**src/rtl/dapc_pkg.sv**
```systemverilog
// shared types and constants of the dual axis clamped pid controller
`timescale 1ns / 1ps

package dapc_pkg;

  localparam int PosW    = 16;
  localparam int ErrW    = 17;
  localparam int IntegW  = 22;
  localparam int DerivW  = 18;
  localparam int GainW   = 18;
  localparam int ILimW   = 21;
  localparam int OLimW   = 15;
  localparam int DriveW  = 16;
  localparam int CfgIdxW = 3;
  localparam int CfgDatW = 21;
  localparam int FracW   = 16;

  localparam int ProdPW = ErrW + GainW + 1;
  localparam int ProdIW = IntegW + GainW + 1;
  localparam int ProdDW = DerivW + GainW + 1;
  localparam int AccW   = ProdIW + 2;
  localparam int ShW    = AccW - FracW;

  localparam logic [GainW-1:0] GainPRst  = GainW'(52429);
  localparam logic [GainW-1:0] GainIRst  = GainW'(13);
  localparam logic [GainW-1:0] GainDRst  = GainW'(110100);
  localparam logic [ILimW-1:0] ILimRst   = ILimW'(2048000);
  localparam logic [OLimW-1:0] OLimRst   = OLimW'(4096);

  typedef enum logic [CfgIdxW-1:0] {
    CFG_GAIN_P     = 3'd0,
    CFG_GAIN_I     = 3'd1,
    CFG_GAIN_D     = 3'd2,
    CFG_INTEG_LIM  = 3'd3,
    CFG_OUTPUT_LIM = 3'd4
  } cfg_idx_e;

  typedef struct packed {
    logic [GainW-1:0] gain_p;
    logic [GainW-1:0] gain_i;
    logic [GainW-1:0] gain_d;
    logic [ILimW-1:0] integ_lim;
    logic [OLimW-1:0] output_lim;
  } cfg_t;

  typedef struct packed {
    logic ld1;
    logic ld2;
    logic ld3;
    logic ld4;
  } ctrl_t;

endpackage

```
**src/rtl/dapc_axis.sv**
```systemverilog
// one pid axis: error, clamped integral, derivative, products and clamped drive
`timescale 1ns / 1ps

module dapc_axis (
  input  logic                          clk_i,
  input  logic                          rst_ni,
  input  dapc_pkg::ctrl_t               ctrl_i,
  input  dapc_pkg::cfg_t                cfg_i,
  input  logic [dapc_pkg::PosW-1:0]     pos_i,
  output logic [dapc_pkg::DriveW-1:0]   drive_o
);

  // loop state
  logic signed [dapc_pkg::IntegW-1:0] integ_q, integ_d;
  logic signed [dapc_pkg::ErrW-1:0]   hist1_q, hist2_q;

  // stage registers
  logic signed [dapc_pkg::ErrW-1:0]   err_s1_q, err_s1_d;
  logic signed [dapc_pkg::ErrW-1:0]   p_s2_q;
  logic signed [dapc_pkg::IntegW-1:0] i_s2_q;
  logic signed [dapc_pkg::DerivW-1:0] d_s2_q, deriv_d;
  logic signed [dapc_pkg::ProdPW-1:0] prod_p_q, prod_p_d;
  logic signed [dapc_pkg::ProdIW-1:0] prod_i_q, prod_i_d;
  logic signed [dapc_pkg::ProdDW-1:0] prod_d_q, prod_d_d;
  logic [dapc_pkg::DriveW-1:0]        drive_q, drive_d;

  logic signed [dapc_pkg::PosW:0]     pos_ext;
  logic signed [dapc_pkg::IntegW:0]   integ_sum;
  logic signed [dapc_pkg::IntegW:0]   ilim_pos, ilim_neg;
  logic signed [dapc_pkg::GainW:0]    gp_s, gi_s, gd_s;
  logic signed [dapc_pkg::AccW-1:0]   acc;
  logic signed [dapc_pkg::ShW-1:0]    acc_sh, olim_pos, olim_neg, drive_sat;

  // error is the negated offset
  always_comb begin
    pos_ext  = $signed({pos_i[dapc_pkg::PosW-1], pos_i});
    err_s1_d = -pos_ext;
  end

  // integral with clamp, derivative against error two samples back
  always_comb begin
    integ_sum = $signed({integ_q[dapc_pkg::IntegW-1], integ_q})
              + $signed({{(dapc_pkg::IntegW+1-dapc_pkg::ErrW){err_s1_q[dapc_pkg::ErrW-1]}},
                         err_s1_q});
    ilim_pos  = $signed({2'b00, cfg_i.integ_lim});
    ilim_neg  = -ilim_pos;
    if (integ_sum > ilim_pos) begin
      integ_d = ilim_pos[dapc_pkg::IntegW-1:0];
    end else if (integ_sum < ilim_neg) begin
      integ_d = ilim_neg[dapc_pkg::IntegW-1:0];
    end else begin
      integ_d = integ_sum[dapc_pkg::IntegW-1:0];
    end
    deriv_d = $signed({err_s1_q[dapc_pkg::ErrW-1], err_s1_q})
            - $signed({hist2_q[dapc_pkg::ErrW-1], hist2_q});
  end

  // gain products
  always_comb begin
    gp_s     = $signed({1'b0, cfg_i.gain_p});
    gi_s     = $signed({1'b0, cfg_i.gain_i});
    gd_s     = $signed({1'b0, cfg_i.gain_d});
    prod_p_d = p_s2_q * gp_s;
    prod_i_d = i_s2_q * gi_s;
    prod_d_d = d_s2_q * gd_s;
  end

  // sum, floor shift and output clamp
  always_comb begin
    acc = $signed({{(dapc_pkg::AccW-dapc_pkg::ProdPW){prod_p_q[dapc_pkg::ProdPW-1]}},
                   prod_p_q})
        + $signed({{(dapc_pkg::AccW-dapc_pkg::ProdIW){prod_i_q[dapc_pkg::ProdIW-1]}},
                   prod_i_q})
        + $signed({{(dapc_pkg::AccW-dapc_pkg::ProdDW){prod_d_q[dapc_pkg::ProdDW-1]}},
                   prod_d_q});
    acc_sh   = acc[dapc_pkg::AccW-1:dapc_pkg::FracW];
    olim_pos = $signed({{(dapc_pkg::ShW-dapc_pkg::OLimW){1'b0}}, cfg_i.output_lim});
    olim_neg = -olim_pos;
    if (acc_sh > olim_pos) begin
      drive_sat = olim_pos;
    end else if (acc_sh < olim_neg) begin
      drive_sat = olim_neg;
    end else begin
      drive_sat = acc_sh;
    end
    drive_d = drive_sat[dapc_pkg::DriveW-1:0];
  end

  always_ff @(posedge clk_i or negedge rst_ni) begin
    if (!rst_ni) begin
      integ_q <= '0;
      hist1_q <= '0;
      hist2_q <= '0;
    end else if (ctrl_i.ld2) begin
      integ_q <= integ_d;
      hist2_q <= hist1_q;
      hist1_q <= err_s1_q;
    end
  end

  always_ff @(posedge clk_i) begin
    if (ctrl_i.ld1) begin
      err_s1_q <= err_s1_d;
    end
    if (ctrl_i.ld2) begin
      p_s2_q <= err_s1_q;
      i_s2_q <= integ_d;
      d_s2_q <= deriv_d;
    end
    if (ctrl_i.ld3) begin
      prod_p_q <= prod_p_d;
      prod_i_q <= prod_i_d;
      prod_d_q <= prod_d_d;
    end
    if (ctrl_i.ld4) begin
      drive_q <= drive_d;
    end
  end

  assign drive_o = drive_q;

endmodule

```
**config.mk**
```make
export PLATFORM = sky130hd
export DESIGN_NAME = dapc_axis
export DESIGN_NICKNAME = d
export VERILOG_FILES = /design/src/rtl/dapc_pkg.sv /design/src/rtl/dapc_axis.sv
export SDC_FILE = /design/constraint.sdc
export NUM_CORES = 2
export LEC_CHECK = 0
export BUFFER_PORTS_ARGS = -buffer_cell sky130_fd_sc_hd__buf_2
export CAP_MARGIN = 20
export CORE_MARGIN = 5
export CORE_UTILIZATION = 65
export CTS_BUF_LIST = sky130_fd_sc_hd__clkbuf_8 sky130_fd_sc_hd__clkbuf_16
export CTS_CLUSTER_DIAMETER = 60
export DETAILED_ROUTE_END_ITERATION = 16
export GPL_TIMING_DRIVEN = 0
export PLACE_DENSITY = 0.83
export SLEW_MARGIN = 20
export SYNTH_ARGS = -nofsm -noshare
export SYNTH_HDL_FRONTEND = slang
export SYNTH_SLANG_ARGS = --single-unit
```
**constraint.sdc**
```tcl
create_clock -name clk_i -period 9.5 [get_ports clk_i]
set_input_delay 0.95 -clock clk_i [delete_from_list [all_inputs] [get_ports clk_i]]
set_output_delay 0.95 -clock clk_i [all_outputs]
set_load 0.1 [all_outputs]
```
==> results.yml <==
run_status:
  status: "completed"
place:
  routabilityCongestion: 0.982
  dpl.hpwl_um: 115000
  dp.cells: 6730
  port_buffers: 123
global_routing:
  grt_pass1_vias: 42100
  grt_antenna_before_repair: 9
  grt_most_used_layer: "met2"
  grtUsageTotal_pct: 32.5
  use_met2_pct: 52.8
  grt_pass1_wl_um: 221000
  grt_max_degree: 89
  grt-ovfl-total: 0
  use_met3_pct: 6.32
  met1_usage_pct: 42.0
route:
  dr.pass1.iters: 6
  num_vias: 39600
  wirelength_um: 138000
  drt_iter0_markers: 3331
  wl_per_cell_um: 20.2
  route.detailed.drc: 0
  via_per_inst: 5.82
  route.antenna.remaining_nets: 0
cells_and_area:
  finalNetCount: 7289
  area_growth_pct: 6.07
  final_cells: 6798
  drive_above_1_share_pct: 4.66
floorplanning:
  design.die.area_um2: 86500
  initial_core_util_pct: 65.3
  fp.coreArea_um2: 80300
  rows: 104
  fp.dieW_um: 294
  dieHeight_um: 294
  ios: 128
setup_path:
  crit_fanout: 10
  crit_arrival_ns: 8.80
  required_ns: 9.81
  end_kind: "flip-flop"
  setup.worst_path.start_class: "flip-flop"
  path_class: "flip-flop to flip-flop"
synthesis:
  synthFlopType: "edfxtp_1"
  yosysWarnings: 0
  synth_top_area_share_pct: 35.6
  avgSynthCellArea_um2: 9.46
  yosys-top-cells-count: "inv_1 (1218), fa_1 (934), nand2_1 (578), and2_1 (560), ha_1 (537)"
  netlist_instances: 5546
  synth_most_common_cell: "inv_1"
  synth_nets: 7129
  synth-edff-count: 204
  synth_cell_types: 88
  ys_ff_latch: 260
  yosysTopAreaCell: "fa_1"
  synth_seq_area_share_pct: 14.3
  netlist_area_um2: 52500
  async_reset_ff_share_pct: 21.5
  synthTopCellsByArea: "fa_1 (36%), ha_1 (13%), edfxtp_1 (12%)"
timing:
  rsz0062_at_grt: "false"
  slew_headroom_pct: 39.3
  tns_ns: 0
  fmax_mhz: 118
  fin_skew_ns: 0.0320
  final-hold-violation-count: 0
  slew_violations: 0
  period_share_pct: 89.4
  min_period_ns: 8.49
  tightest_slew_ns: 0.911
  setup_viol: 0
clock_network:
  cts_tree: "done"
  cts.clk_slew.worst_paths_ns: 0.06
  numCtsBuffers: 34
  post_cts_buffers: 0
  cts_sinks: 260
  ctsHoldBuffers: 0
  cts-root-buf: "clkbuf_16"
  cts.repair.resized: 0
  clock_latency_ns: 0.58
  cts_buffer_depth: 3
  ctsHtreeMaxLevel: 2
run:
  maxCapViolCount: 0
worst_hold_path:
  hold_class: "primary input to async pin"
-- metal layers --
metal | vias up | part of all wire (%)
met3 | 469 | 8.7
li1 | 17600 | -
met2 | 1881 | 46
met1 | 19700 | 39
met4 | 4 | 6.3
met5 | - | 0.029
-- critical path, cell delays in order (launching register included) --
cell and delay (ns):
edfxtp_1 0.32, clkbuf_1 0.46, clkbuf_1 0.55, nand2_1 0.16, fa_1 0.56, inv_1 0.05, fa_1 0.49, fa_1 0.60
fa_1 0.44, fa_1 0.54, inv_1 0.06, fa_1 0.48, inv_1 0.05, ha_1 0.26, clkbuf_1 0.18, a21o_1 0.20
a21o_1 0.17, a21o_1 0.16, a2111oi_0 0.43, o21ai_0 0.31, a2111oi_0 0.49, o21bai_1 0.16, a41oi_1 0.30, a21oi_1 0.14
a21o_1 0.20, a21oi_1 0.19, xnor2_1 0.26
-- area by class of cell --
class,count,area (µm²)
well taps,1060,1330
repair buffers,124,654
plain buffers,176,697
diodes,7,17.5
multi-input cells,3892,39700
clock inverters,25,310
clock buffers,36,878
fillers,5938,24600
inverters,1218,4570
flip-flops and latches,260,7530
-- sequential cells by signal (all words and copies together) (netlist names) --
name,count
d_s2_q,18
drive_o,16
err_s1_q,17
hist1_q,17
hist2_q,17
i_s2_q,22
integ_q,22
p_s2_q,17
prod_d_q,37
prod_i_q,41
prod_p_q,36
-- layout by cell type (no fill, tap or decap), types with 34 or more instances in the layout --
cell       netlist  layout
a21o_1          79      79
a21oi_1        169     169
and2_1         560     560
buf_2            2     122
clkbuf_1       166     166
clkbuf_16        0      34
dfrtp_1         56      56
edfxtp_1       204     204
fa_1           934     934
ha_1           537     537
inv_1         1218    1221
mux2_2          35      35
nand2_1        578     578
nand2b_1        59      59
nand3_1         49      49
nor2_1         143     143
nor2b_1         38      38
nor3_1          64      64
o21ai_0        104     104
xnor2_1        135     135
xor2_1          49      49
-- cells by family after synthesis --
family	after synthesis	synth area share (%)
AO/OA/AOI/OAI	568	7.20
XOR/XNOR	184	3.07
adder cells (fa/ha/maj)	1471	48.5
buffers and inverters	1394	10.0
flip-flops	260	14.3
multiplexers	68	1.38
AND/OR/NAND/NOR	1601	15.5
-- worst paths after layout --
check | startpoint | endpoint | slack, ns | cells after the start
hold reg to reg | hist1_q[3] | hist2_q[3] | 0.48 | 2
setup reg to reg | p_s2_q[8] | prod_p_q[35] | 1.01 | 26
min in group clk_i | hist1_q[3] | hist2_q[3] | 0.48 | 2
hold / removal | rst_ni | integ_q[18] | 0.43 | 1
max in group asynchronous | rst_ni | integ_q[17] | 8.56 | 1
setup / recovery | p_s2_q[8] | prod_p_q[35] | 1.01 | 26
-- per-stage QoR --
step	instance area (µm²)	hold slack, ns	utilization [%]	setup WS [ns]
floorplan	52500	0.446	-	2.15
global placement	54400	0.459	67.8	0.812
detailed placement	54400	0.468	67.8	0.645
CTS	55600	0.442	69.3	1.04
global route	55600	0.485	69.3	0.516
finish	55600	0.428	69.3	1.01
Power is not shown: default switching activity piles up to over one toggle a cycle in this logic, so the estimate is an artifact.
